[config.mk]
export PLATFORM = sky130hd
export DESIGN_NAME = conditional_match_percentage
export DESIGN_NICKNAME = d
export VERILOG_FILES = /design/src/cmpct_pkg.sv /design/src/cmpct_cmp_serial.sv /design/src/cmpct_div_serial.sv /design/src/conditional_match_percentage.sv
export SDC_FILE = /design/constraint.sdc
export NUM_CORES = 1
export LEC_CHECK = 0
export BUFFER_PORTS_ARGS = -buffer_cell sky130_fd_sc_hd__clkbuf_2
export CAP_MARGIN = 20
export CORE_MARGIN = 4
export CORE_UTILIZATION = 56
export CTS_CLUSTER_SIZE = 10
export DETAILED_ROUTE_END_ITERATION = 16
export HOLD_SLACK_MARGIN = 0.12
export PLACE_DENSITY = 0.77
export SLEW_MARGIN = 20
export SYNTH_ARGS = -nofsm -noshare
export SYNTH_HDL_FRONTEND = slang
export SYNTH_SLANG_ARGS = --single-unit
[constraint.sdc]
create_clock -name clk -period 11.15 [get_ports clk]
set_input_delay 2.23 -clock clk [delete_from_list [all_inputs] [get_ports clk]]
set_output_delay 2.23 -clock clk [all_outputs]
set_load 0.005 [all_outputs]
[src/cmpct_pkg.sv]
// ----------------------------------------------------------------------------
// cmpct_pkg
// Shared widths, codes and control structs for the conditional match
// percentage block.
// ----------------------------------------------------------------------------
package cmpct_pkg;

  localparam int SAMPLE_W     = 32;
  localparam int KIND_W       = 2;
  localparam int MODE_W       = 3;
  localparam int PCT_W        = 23;
  localparam int OUT_TDATA_W  = 24;
  localparam int FRAC_BITS    = 16;
  localparam int QUOT_HI_W    = PCT_W - FRAC_BITS;
  localparam int SCALE_W      = 7;
  localparam int DIGIT_W      = 4;
  localparam int DIGITS       = SAMPLE_W / DIGIT_W;
  localparam int REG_IDX_W    = 1;

  typedef logic [KIND_W-1:0] kind_t;
  localparam kind_t KIND_ADD   = 2'd0;
  localparam kind_t KIND_FLUSH = 2'd1;
  localparam kind_t KIND_CLEAR = 2'd2;

  typedef logic [MODE_W-1:0] mode_t;
  localparam mode_t MODE_EQ = 3'd0;
  localparam mode_t MODE_NE = 3'd1;
  localparam mode_t MODE_LT = 3'd2;
  localparam mode_t MODE_LE = 3'd3;
  localparam mode_t MODE_GT = 3'd4;
  localparam mode_t MODE_GE = 3'd5;

  typedef logic [REG_IDX_W-1:0] reg_idx_t;
  localparam reg_idx_t REG_MODE   = 1'd0;
  localparam reg_idx_t REG_TARGET = 1'd1;

  typedef struct packed {
    logic done;
    logic match;
  } cmp_res_t;

  typedef struct packed {
    logic             done;
    logic [PCT_W-1:0] quot;
  } div_res_t;

endpackage

[src/cmpct_cmp_serial.sv]
// ----------------------------------------------------------------------------
// cmpct_cmp_serial
// Digit-serial signed compare, one 4-bit digit per cycle, least significant
// digit first.
// ----------------------------------------------------------------------------
module cmpct_cmp_serial (
  input  logic                                 clk,
  input  logic                                 rst_n,
  input  logic                                 start,
  input  logic signed [cmpct_pkg::SAMPLE_W-1:0] sample,
  input  logic signed [cmpct_pkg::SAMPLE_W-1:0] target,
  input  cmpct_pkg::mode_t                     mode,
  output cmpct_pkg::cmp_res_t                  res
);
  import cmpct_pkg::*;

  localparam int CNT_W = $clog2(DIGITS);

  logic [SAMPLE_W-1:0] s_sh_r;
  logic [SAMPLE_W-1:0] t_sh_r;
  mode_t               mode_r;
  logic [CNT_W-1:0]    cnt_r;
  logic                busy_r;
  logic                eq_r;
  logic                lt_r;
  logic                done_r;
  logic                match_r;

  logic [DIGIT_W-1:0]  sd;
  logic [DIGIT_W-1:0]  td;
  logic                last;
  logic                dlt;
  logic                eq_nxt;
  logic                lt_nxt;
  logic                match_nxt;

  assign sd   = s_sh_r[DIGIT_W-1:0];
  assign td   = t_sh_r[DIGIT_W-1:0];
  assign last = (cnt_r == CNT_W'(DIGITS - 1));
  // top digit carries the sign
  assign dlt    = last ? ($signed(sd) < $signed(td)) : (sd < td);
  assign lt_nxt = (sd != td) ? dlt : lt_r;
  assign eq_nxt = eq_r & (sd == td);

  always_comb begin
    unique case (mode_r)
      MODE_EQ: match_nxt = eq_nxt;
      MODE_NE: match_nxt = ~eq_nxt;
      MODE_LT: match_nxt = lt_nxt;
      MODE_LE: match_nxt = lt_nxt | eq_nxt;
      MODE_GT: match_nxt = ~lt_nxt & ~eq_nxt;
      MODE_GE: match_nxt = ~lt_nxt;
      default: match_nxt = 1'b0;
    endcase
  end

  always_ff @(posedge clk) begin
    if (!rst_n) begin
      busy_r <= 1'b0;
      done_r <= 1'b0;
      cnt_r  <= '0;
    end else begin
      done_r <= 1'b0;
      if (start) begin
        busy_r <= 1'b1;
        cnt_r  <= '0;
      end else if (busy_r) begin
        cnt_r <= cnt_r + CNT_W'(1);
        if (last) begin
          busy_r <= 1'b0;
          done_r <= 1'b1;
        end
      end
    end
  end

  always_ff @(posedge clk) begin
    if (start) begin
      s_sh_r <= sample;
      t_sh_r <= target;
      mode_r <= mode;
      eq_r   <= 1'b1;
      lt_r   <= 1'b0;
    end else if (busy_r) begin
      s_sh_r  <= s_sh_r >> DIGIT_W;
      t_sh_r  <= t_sh_r >> DIGIT_W;
      eq_r    <= eq_nxt;
      lt_r    <= lt_nxt;
      match_r <= match_nxt;
    end
  end

  assign res.done  = done_r;
  assign res.match = match_r;

endmodule

[src/cmpct_div_serial.sv]
// ----------------------------------------------------------------------------
// cmpct_div_serial
// Scale matched count by 100, then restoring division by the sample count,
// one quotient bit per cycle.
// ----------------------------------------------------------------------------
module cmpct_div_serial #(
  parameter int COUNT_BITS = 32
) (
  input  logic                  clk,
  input  logic                  rst_n,
  input  logic                  start,
  input  logic [COUNT_BITS-1:0] matched,
  input  logic [COUNT_BITS-1:0] total,
  output cmpct_pkg::div_res_t   res
);
  import cmpct_pkg::*;

  localparam int PROD_W = COUNT_BITS + SCALE_W;
  localparam int CNT_W  = $clog2(PCT_W);

  typedef enum logic [2:0] {
    DS_IDLE = 3'b001,
    DS_MUL  = 3'b010,
    DS_RUN  = 3'b100
  } dstate_t;

  dstate_t               state_r;
  logic [CNT_W-1:0]      cnt_r;
  logic                  done_r;
  logic [COUNT_BITS-1:0] m_r;
  logic [COUNT_BITS-1:0] n_r;
  logic [COUNT_BITS-1:0] rem_r;
  logic [PCT_W-1:0]      low_r;
  logic [PCT_W-1:0]      quot_r;

  logic [PROD_W-1:0]     prod;
  logic [COUNT_BITS:0]   trial;
  logic [COUNT_BITS:0]   diff;
  logic                  qbit;

  // times 100 as 64 + 32 + 4
  assign prod  = {1'b0, m_r, 6'b0} + {2'b0, m_r, 5'b0} + {5'b0, m_r, 2'b0};
  assign trial = {rem_r, low_r[PCT_W-1]};
  assign diff  = trial - {1'b0, n_r};
  assign qbit  = (trial >= {1'b0, n_r});

  always_ff @(posedge clk) begin
    if (!rst_n) begin
      state_r <= DS_IDLE;
      done_r  <= 1'b0;
      cnt_r   <= '0;
    end else begin
      done_r <= 1'b0;
      unique case (state_r)
        DS_IDLE: begin
          if (start) state_r <= DS_MUL;
        end
        DS_MUL: begin
          cnt_r   <= '0;
          state_r <= DS_RUN;
        end
        DS_RUN: begin
          cnt_r <= cnt_r + CNT_W'(1);
          if (cnt_r == CNT_W'(PCT_W - 1)) begin
            done_r  <= 1'b1;
            state_r <= DS_IDLE;
          end
        end
        default: state_r <= DS_IDLE;
      endcase
    end
  end

  always_ff @(posedge clk) begin
    if (start && (state_r == DS_IDLE)) begin
      m_r <= matched;
      n_r <= total;
    end
    if (state_r == DS_MUL) begin
      // high part is below the divisor since the quotient fits PCT_W bits
      rem_r <= prod[PROD_W-1:QUOT_HI_W];
      low_r <= {prod[QUOT_HI_W-1:0], {FRAC_BITS{1'b0}}};
    end else if (state_r == DS_RUN) begin
      rem_r  <= qbit ? diff[COUNT_BITS-1:0] : trial[COUNT_BITS-1:0];
      low_r  <= {low_r[PCT_W-2:0], 1'b0};
      quot_r <= {quot_r[PCT_W-2:0], qbit};
    end
  end

  assign res.done = done_r;
  assign res.quot = quot_r;

endmodule

[src/conditional_match_percentage.sv]
// ----------------------------------------------------------------------------
// conditional_match_percentage
// Counts samples that meet a configured relation against a target and
// reports the matched share as an unsigned Q7.16 percentage on flush.
// ----------------------------------------------------------------------------
//
//  channel | dir | handshake           | payload
//  --------+-----+---------------------+----------------------------------
//  in_     | in  | in_tvalid/tready    | tuser: kind, tdata: sample
//  out_    | out | out_tvalid/tready   | tdata: percent, tuser: empty_res
//  cfg_    | in  | cfg_valid/ready     | cfg_index, cfg_data
//
//  After a sample transfer the next input is taken only once the
//  digit-serial comparator has walked the 32-bit word 4 bits per cycle.
//  A flush with samples waits for the 23-step restoring divider; an
//  empty flush skips it and a clear item leaves the input ready.
//  Reset clears counters, registers and the output valid; no clearing pass.
//  A finished result holds in the output register while the input side
//  keeps taking items; a second flush waits only if that register is full.
// ----------------------------------------------------------------------------
module conditional_match_percentage #(
  parameter int COUNT_BITS = 32
) (
  input  logic                                clk,
  input  logic                                rst_n,
  // input stream
  input  logic                                in_tvalid,
  output logic                                in_tready,
  input  logic [cmpct_pkg::SAMPLE_W-1:0]      in_tdata,   // [31:0] sample
  input  cmpct_pkg::kind_t                    in_tuser,   // [1:0] kind
  // result stream
  output logic                                out_tvalid,
  input  logic                                out_tready,
  output logic [cmpct_pkg::OUT_TDATA_W-1:0]   out_tdata,  // [22:0] percent, [23] zero
  output logic                                out_tuser,  // [0] empty_res
  // configuration writes
  input  logic                                cfg_valid,
  output logic                                cfg_ready,
  input  cmpct_pkg::reg_idx_t                 cfg_index,
  input  logic [cmpct_pkg::SAMPLE_W-1:0]      cfg_data
);
  import cmpct_pkg::*;

  typedef enum logic [3:0] {
    ST_IDLE = 4'b0001,
    ST_CMP  = 4'b0010,
    ST_DIV  = 4'b0100,
    ST_WAIT = 4'b1000
  } state_t;

  state_t                  state_r;
  mode_t                   mode_r;
  logic signed [SAMPLE_W-1:0] target_r;
  logic [COUNT_BITS-1:0]   matched_r;
  logic [COUNT_BITS-1:0]   sample_r;
  logic [PCT_W-1:0]        pend_pct_r;
  logic                    pend_empty_r;
  logic [PCT_W-1:0]        out_pct_r;
  logic                    out_empty_r;
  logic                    out_valid_r;

  logic                    in_xfer;
  logic                    cmp_start;
  logic                    div_start;
  logic                    out_load;
  cmp_res_t                cmp_res;
  div_res_t                div_res;

  function automatic logic [COUNT_BITS-1:0] sat_inc(input logic [COUNT_BITS-1:0] c);
    sat_inc = (&c) ? c : c + COUNT_BITS'(1);
  endfunction

  assign in_tready = (state_r == ST_IDLE);
  assign in_xfer   = in_tvalid & in_tready;
  assign cmp_start = in_xfer & (in_tuser == KIND_ADD);
  // empty flush skips the divider
  assign div_start = in_xfer & (in_tuser == KIND_FLUSH) & (sample_r != '0);
  assign out_load  = (state_r == ST_WAIT) & (~out_valid_r | out_tready);

  cmpct_cmp_serial u_cmp (
    .clk    (clk),
    .rst_n  (rst_n),
    .start  (cmp_start),
    .sample (in_tdata),
    .target (target_r),
    .mode   (mode_r),
    .res    (cmp_res)
  );

  cmpct_div_serial #(
    .COUNT_BITS (COUNT_BITS)
  ) u_div (
    .clk     (clk),
    .rst_n   (rst_n),
    .start   (div_start),
    .matched (matched_r),
    .total   (sample_r),
    .res     (div_res)
  );

  // Configuration: always ready; the user must write it only while idle (not enforced here).
  assign cfg_ready = 1'b1;

  always_ff @(posedge clk) begin
    if (!rst_n) begin
      mode_r   <= MODE_EQ;
      target_r <= '0;
    end else if (cfg_valid) begin
      unique case (cfg_index)
        REG_MODE:   mode_r   <= cfg_data[MODE_W-1:0];
        REG_TARGET: target_r <= cfg_data;
      endcase
    end
  end

  // Sequencer and counters.
  always_ff @(posedge clk) begin
    if (!rst_n) begin
      state_r   <= ST_IDLE;
      matched_r <= '0;
      sample_r  <= '0;
    end else begin
      unique case (state_r)
        ST_IDLE: begin
          if (in_xfer) begin
            priority case (in_tuser)
              KIND_ADD:   state_r <= ST_CMP;
              KIND_FLUSH: begin
                // divider has captured the counters; clear them now
                state_r   <= (sample_r != '0) ? ST_DIV : ST_WAIT;
                matched_r <= '0;
                sample_r  <= '0;
              end
              KIND_CLEAR: begin
                matched_r <= '0;
                sample_r  <= '0;
              end
              default: ;
            endcase
          end
        end
        ST_CMP: begin
          if (cmp_res.done) begin
            sample_r <= sat_inc(sample_r);
            if (cmp_res.match) matched_r <= sat_inc(matched_r);
            state_r <= ST_IDLE;
          end
        end
        ST_DIV: begin
          if (div_res.done) state_r <= ST_WAIT;
        end
        ST_WAIT: begin
          if (out_load) state_r <= ST_IDLE;
        end
        default: state_r <= ST_IDLE;
      endcase
    end
  end

  // Pending result: hold until the output register frees up.
  always_ff @(posedge clk) begin
    if (div_start || (in_xfer && (in_tuser == KIND_FLUSH))) begin
      pend_pct_r   <= '0;
      pend_empty_r <= 1'b1;
    end else if ((state_r == ST_DIV) && div_res.done) begin
      pend_pct_r   <= div_res.quot;
      pend_empty_r <= 1'b0;
    end
  end

  // Output register.
  always_ff @(posedge clk) begin
    if (!rst_n) begin
      out_valid_r <= 1'b0;
    end else if (out_load) begin
      out_valid_r <= 1'b1;
    end else if (out_tready) begin
      out_valid_r <= 1'b0;
    end
  end

  always_ff @(posedge clk) begin
    if (out_load) begin
      out_pct_r   <= pend_pct_r;
      out_empty_r <= pend_empty_r;
    end
  end

  assign out_tvalid = out_valid_r;
  assign out_tdata  = {1'b0, out_pct_r};
  assign out_tuser  = out_empty_r;

  // ---------------------------------------------------------------------------
  // Assertions
  // ---------------------------------------------------------------------------
  a_match_le_count: assert property (@(posedge clk) disable iff (!rst_n)
    matched_r <= sample_r)
    else $error("matched count exceeds sample count");

  a_div_done_state: assert property (@(posedge clk) disable iff (!rst_n)
    div_res.done |-> (state_r == ST_DIV))
    else $error("divider finished outside the divide state");

  a_cmp_done_state: assert property (@(posedge clk) disable iff (!rst_n)
    cmp_res.done |-> (state_r == ST_CMP))
    else $error("comparator finished outside the compare state");

  a_empty_zero: assert property (@(posedge clk) disable iff (!rst_n)
    (out_tvalid && out_tuser) |-> (out_tdata == '0))
    else $error("empty result carries a nonzero percentage");

endmodule

==> results of run 1 <==
## stage by stage
step                hold slack (ns)  setup slack (ns)  cell area, sq um
floorplan                     0.408             0.530             18500
global placement              0.416              6.16             19300
detailed placement            0.415              6.12             19300
CTS                           0.428              6.66             20500
global route                  0.437              6.38             20600
finish                        0.428              6.68             20600
## where the power goes
part	internal (W)	total, W	switching (W)
registers	0.00148	0.00151	0.0000270
clock network	0.000722	0.00123	0.000510
logic	0.0000689	0.000201	0.000132
## final timing paths
check                         endpoint                  startpoint  slack, ns  cells after the start
max            u_div.m_r[10]$_DFFE_PP_                 in_tuser[1]       6.68                      7
min             out_pct_r[6]$_DFFE_PP_  pend_pct_r[6]$_SDFFE_PP0P_       0.43                      0
max reg2reg  u_div.rem_r[25]$_DFFE_PP_      u_div.m_r[4]$_DFFE_PP_       6.92                     13
min reg2reg     out_pct_r[6]$_DFFE_PP_  pend_pct_r[6]$_SDFFE_PP0P_       0.43                      0
## cell usage after synthesis (all sizes together) (3+ instances only)
cell / n
nand4: 34
o21bai: 12
a211oi: 14
and2: 20
o21ai: 64
or2: 5
xnor2: 56
nand3: 45
nor4: 14
nor4b: 6
o41ai: 5
mux2i: 39
and4: 12
dfxtp: 144
nand3b: 5
a311oi: 3
inv: 80
and3: 16
nor3: 26
nand2: 374
nor3b: 4
fa: 30
a31oi: 14
or3: 19
xor2: 44
buf: 12
clkbuf: 70
nor2: 138
o31ai: 3
a22oi: 5
o221ai: 4
a21oi: 153
o22ai: 4
o21a: 11
a211o: 7
nor2b: 8
nand2b: 20
ha: 81
a221oi: 3
o211ai: 13
edfxtp: 216
a21o: 30
## flip-flops by register name, indices dropped and copies added, names as in the netlist, 4 cells and up
name,count
matched_r,32
sample_r,32
target_r,32
u_cmp.s_sh_r,32
u_cmp.t_sh_r,32
u_div.m_r,32
u_div.n_r,32
u_div.rem_r,32
out_pct_r,23
pend_pct_r,23
u_div.quot_r,23
u_div.cnt_r,5
u_div.low_r,5
state_r,4
## cell families (layout without fill, tap and decap cells)
group / Yosys count / in the layout
simple gates: 751 / 751
flops: 360 / 360
compound gates: 358 / 358
buf+inv: 162 / 261
fa+ha+maj: 111 / 111
xor+xnor: 100 / 100
mux: 39 / 39
other cells: 2 / 2
## metal layers
layer,track usage,up-vias,wire [um],part of all wire
met4,0.0662,2,963,0.024
met5,0,-,13,0.00032
met1,0.296,6589,17500,0.43
met3,0.0360,86,2320,0.057
li1,-,6769,-,-
met2,0.378,399,20000,0.49
## area by class of cell
type	instances	area (sq um)	share of cell area
flip-flops and latches	360	9370	0.455
multi-input cells	1361	8570	0.416
repair buffers	105	553	0.0269
clock inverters	3	41.3	0.00201
well taps	442	553	0.0269
clock buffers	73	1190	0.0577
inverters	80	302	0.0147
==> flow_summary.yaml, run 1 <==
outcome:
  status: "finished, final reports clean"
clock_tree:
  holdBufCountCts: 0
  cts.sinks: 360
  cts_buffer_depth: 3
  post_cts_buffers: 0
  numCtsBuffers: 42
  root_buffer: "clkbuf_16"
  post_cts_resized: 0
  cts.htree.levels: 2
  path_clk_slew_ns: 0.05
  clkLatencyLatePin_ns: 0.54
  tritoncts: "done"
synth:
  synth_fa_ha_area_frac: 0.0871
  synthSimpleGateAreaFrac: 0.186
  synth.area.top_cells: "edfxtp_1 (35%), dfxtp_1 (16%), nand2_1 (7.6%), ha_1 (5.5%), a21oi_1 (4.1%)"
  ys_seq_area_frac: 0.506
  avgSynthCellArea_sq_um: 9.84
  synth_compound_area_frac: 0.118
  yosysTopAreaCell: "edfxtp_1"
  synthXorXnorAreaFrac: 0.0473
  synth_top_family_by_area: "simple AND/OR/NAND/NOR gates"
  syn-cell-area_sq_um: 18500
  synth.distinct_cells: 70
  netlist_instances: 1883
  synth-edff-count: 216
  yosys.area.top_type_share: 0.350
  synthArstFlopShare: 0
  muxShareOfSynthArea: 0.0211
  synth-seq-cells: 360
  yosysWarnings: 0
  syn_nets: 2066
  synthFlopType: "edfxtp_1"
placement:
  io_buffers: 97
  dp_cells: 2347
  hpwlAfterDp_um: 28400
  gp_congestion: 0.908
global_route:
  grt_max_degree: 69
  grt_pass1_wl_um: 66600
  grt_overflow: 0
  antenna_found_initial: 1
  grt_pass1_vias: 13525
  grtUsageTotal: 0.222
timing:
  hold_viol: 0
  finalSetupTns_ns: 0
  tightest_slew_ns: 1.03
  rsz0062_at_grt: "false"
  slew_violations: 0
  period_needed_ns: 4.47
  final-setup-viol-count: 0
  slew_headroom: 0.308
  skew_ns: 0.0235
  fin_crit_sh: 0.401
  fmax_mhz: 224
detailed_routing:
  viasPerCell: 5.71
  antenna_left: 0
  vias: 13845
  wirelength_um: 40800
  wl_per_cell_um: 16.8
  drt-initial-drc-count: 936
  drc: 0
  drt_first_pass_iters: 7
setup_path:
  worst_setup_path_end_kind: "flop"
  cp_top_family: "simple AND/OR/NAND/NOR gates"
  path_cells: "clkbuf_2 > inv_1 > ha_1 > and3_1 > o21ai_0 > nor4b_2 > buf_4"
  max_stage_delay_ns: 0.77
  critPathKind: "in -> reg"
  cp.arrival_ns: 4.61
  start_kind: "primary input"
  cp_num_buf_inv: 3
  cp.required_ns: 11.29
  path_max_fanout: 66
  cp_slowest_cell: "and3_1"
final_layout:
  mostFrequentLayoutCells: "nand2_1 (373), edfxtp_1 (216), a21oi_1 (152), dfxtp_1 (144), nor2_1 (137)"
  utilization: 0.631
  diodes: 0
  final_nets: 2133
  areaGrowthSynthToFinish_pct: 11.0
  nFillCells: 2600
  drive_above_1_share: 0.0918
  final_cells: 2424
  layout_commonest_cell: "nand2_1"
power_and_ir_drop:
  total_power_w: 0.00294
  vdd_drop_max_uv: 130
  p_leak_nw: 8.22
  power_density_nw_per_um2: 143
floorplanning:
  core_sq_um: 32600
  fp.dieH_um: 190
  die_area_sq_um: 36100
  start_util: 0.568
  io_pins: 100
  die_w_um: 190
  core.rowCount: 66
hold_path:
  hold_class: "reg -> reg"
flow_run:
  drv_cap: 0
Power figures use the tool's default switching activity.
==> inputs of run 2 (changes only) <==
CORE_UTILIZATION = 58   (was 56)
PLACE_DENSITY = 0.76   (was 0.77)
clock period = 4.2 ns   (was 11.15 ns; I/O delays follow)
==> flow_summary.yaml, run 2 (synthesis gave the netlist of run 1 again) <==
outcome:
  status: "finished, final reports clean"
final_layout:
  area.sequential_sq_um: 9370
  nFillCells: 2513
  utilization: 0.653
  drive_above_1_share: 0.0960
  mostFrequentLayoutCells: "nand2_1 (372), edfxtp_1 (216), a21oi_1 (152), dfxtp_1 (144), nor2_1 (137)"
  final_cells: 2391
  final_nets: 2140
  multi_input_area_sq_um: 8580
  design_area_sq_um: 20600
  diodes: 0
  areaGrowthSynthToFinish_pct: 11.3
  layout_commonest_cell: "nand2_1"
power_and_ir_drop:
  total_power_w: 0.00782
  p_leak_nw: 8.28
  vdd_drop_max_uv: 284
  power_density_nw_per_um2: 379
detailed_routing:
  drt_first_pass_iters: 5
  wl_per_cell_um: 16.8
  vias: 13738
  wirelength_um: 40100
  drc: 0
  antenna_left: 0
  drt-initial-drc-count: 1122
  viasPerCell: 5.75
setup_path:
  timing.rr.end: "u_div.rem_r[27]$_DFFE_PP_"
  startpoint: "u_div.m_r[4]$_DFFE_PP_"
  start_kind: "flop"
  cp.required_ns: 4.48
  r2r_setup_slack_ns: 0.36
  cp.arrival_ns: 4.12
  worst_setup_path_end_kind: "flop"
  reg2reg_from: "u_div.m_r[4]$_DFFE_PP_"
  r2r.worst_path.cells: 13
  crit_end: "u_div.rem_r[27]$_DFFE_PP_"
  path_max_fanout: 5
  critPathKind: "reg -> reg"
global_route:
  grt_pass1_wl_um: 67600
  antenna_found_initial: 1
  grt_overflow: 0
  grt_pass1_vias: 13537
  grtUsageTotal: 0.229
  grt_max_degree: 69
clock_tree:
  cts.sinks: 360
  numCtsBuffers: 42
  clkLatencyLatePin_ns: 0.54
  path_clk_slew_ns: 0.05
  post_cts_resized: 0
  cts.htree.levels: 2
  root_buffer: "clkbuf_16"
  tritoncts: "done"
  holdBufCountCts: 0
  post_cts_buffers: 0
  cts_buffer_depth: 3
placement:
  dp_cells: 2315
  hpwlAfterDp_um: 28500
  io_buffers: 97
  gp_congestion: 0.846
  place_area_sq_um: 19400
floorplanning:
  fp.dieH_um: 187
  core_sq_um: 31600
  die_area_sq_um: 34900
  io_pins: 100
  die_w_um: 187
  start_util: 0.587
  core.rowCount: 65
timing:
  final-setup-viol-count: 0
  tightest_slew_ns: 1.02
  rsz0062_at_grt: "false"
  fmax_mhz: 261
  skew_ns: 0.0143
  hold-worst-slack_ns: 0.430
  fin_crit_sh: 0.914
  slew_violations: 0
  period_needed_ns: 3.84
  hold_viol: 0
  slew_headroom: 0.318
hold_path:
  hold_class: "reg -> reg"
flow_run:
  drv_cap: 0
-- run 2: cell types whose count changed in the layout (fill, tap and decap cells not counted), sizes merged --
cell | before | now
buf | 8 | 15
clkbuf | 170 | 169
inv | 80 | 81
-- run 2: area by class of cell --
cell class / count / area share
Timing Repair Buffer: 112 / 0.0302
Inverter: 80 / 0.0146
Clock inverter: 4 / 0.00309
Sequential cell: 360 / 0.454
Clock buffer: 72 / 0.0574
Multi-Input combinational cell: 1361 / 0.416
Tap cell: 402 / 0.0244
-- run 2: worst max-delay path: stages (launching register included) --
cell and delay, ns:
edfxtp_1 0.44, inv_1 0.08, fa_1 0.48, inv_1 0.04
ha_1 0.22, fa_1 0.44, a211oi_1 0.32, o21bai_1 0.17
o211ai_1 0.28, a21oi_1 0.15, o221ai_1 0.40, o21bai_1 0.13
mux2i_1 0.15, a211o_1 0.27
-- run 2: how the worst min path moves through the flow --
stage / cells past startpoint / startpoint / endpoint / slack, ns
6_report: 0 / pend_pct_r[18]$_SDFFE_PP0P_ / out_pct_r[18]$_DFFE_PP_ / 0.43
3_5_place_dp: 0 / pend_pct_r[10]$_SDFFE_PP0P_ / out_pct_r[10]$_DFFE_PP_ / 0.41
2_1_floorplan: 0 / mode_r[0]$_SDFFE_PN0P_ / u_cmp.mode_r[0]$_DFFE_PP_ / 0.41
5_1_grt: 0 / pend_pct_r[18]$_SDFFE_PP0P_ / out_pct_r[18]$_DFFE_PP_ / 0.44
4_1_cts: 0 / pend_pct_r[14]$_SDFFE_PP0P_ / out_pct_r[14]$_DFFE_PP_ / 0.43
3_3_place_gp: 0 / pend_pct_r[2]$_SDFFE_PP0P_ / out_pct_r[2]$_DFFE_PP_ / 0.41
-- run 2: where the power goes --
group	switching, W	internal [W]	total, W
registers	0.0000714	0.00393	0.00400
clock network	0.00137	0.00192	0.00330
logic	0.000346	0.000185	0.000530
total	0.00179	0.00603	0.00782
-- run 2: through the flow --
step           setup slack [ns]  TNS [ns]
2_1_floorplan           -0.0391   -0.0391
3_3_place_gp              0.497         0
5_1_grt                  0.0414         0
6_report                  0.363         0
4_1_cts                   0.326         0
3_5_place_dp              0.375         0
-- run 2: metal layers --
metal | track usage | vias to the layer above | part of all wire
met1 | 0.308 | 6496 | 0.44
met4 | 0.0731 | 2 | 0.027
met5 | 0 | - | 0.00030
li1 | - | 6786 | -
met2 | 0.381 | 364 | 0.48
met3 | 0.0393 | 90 | 0.055
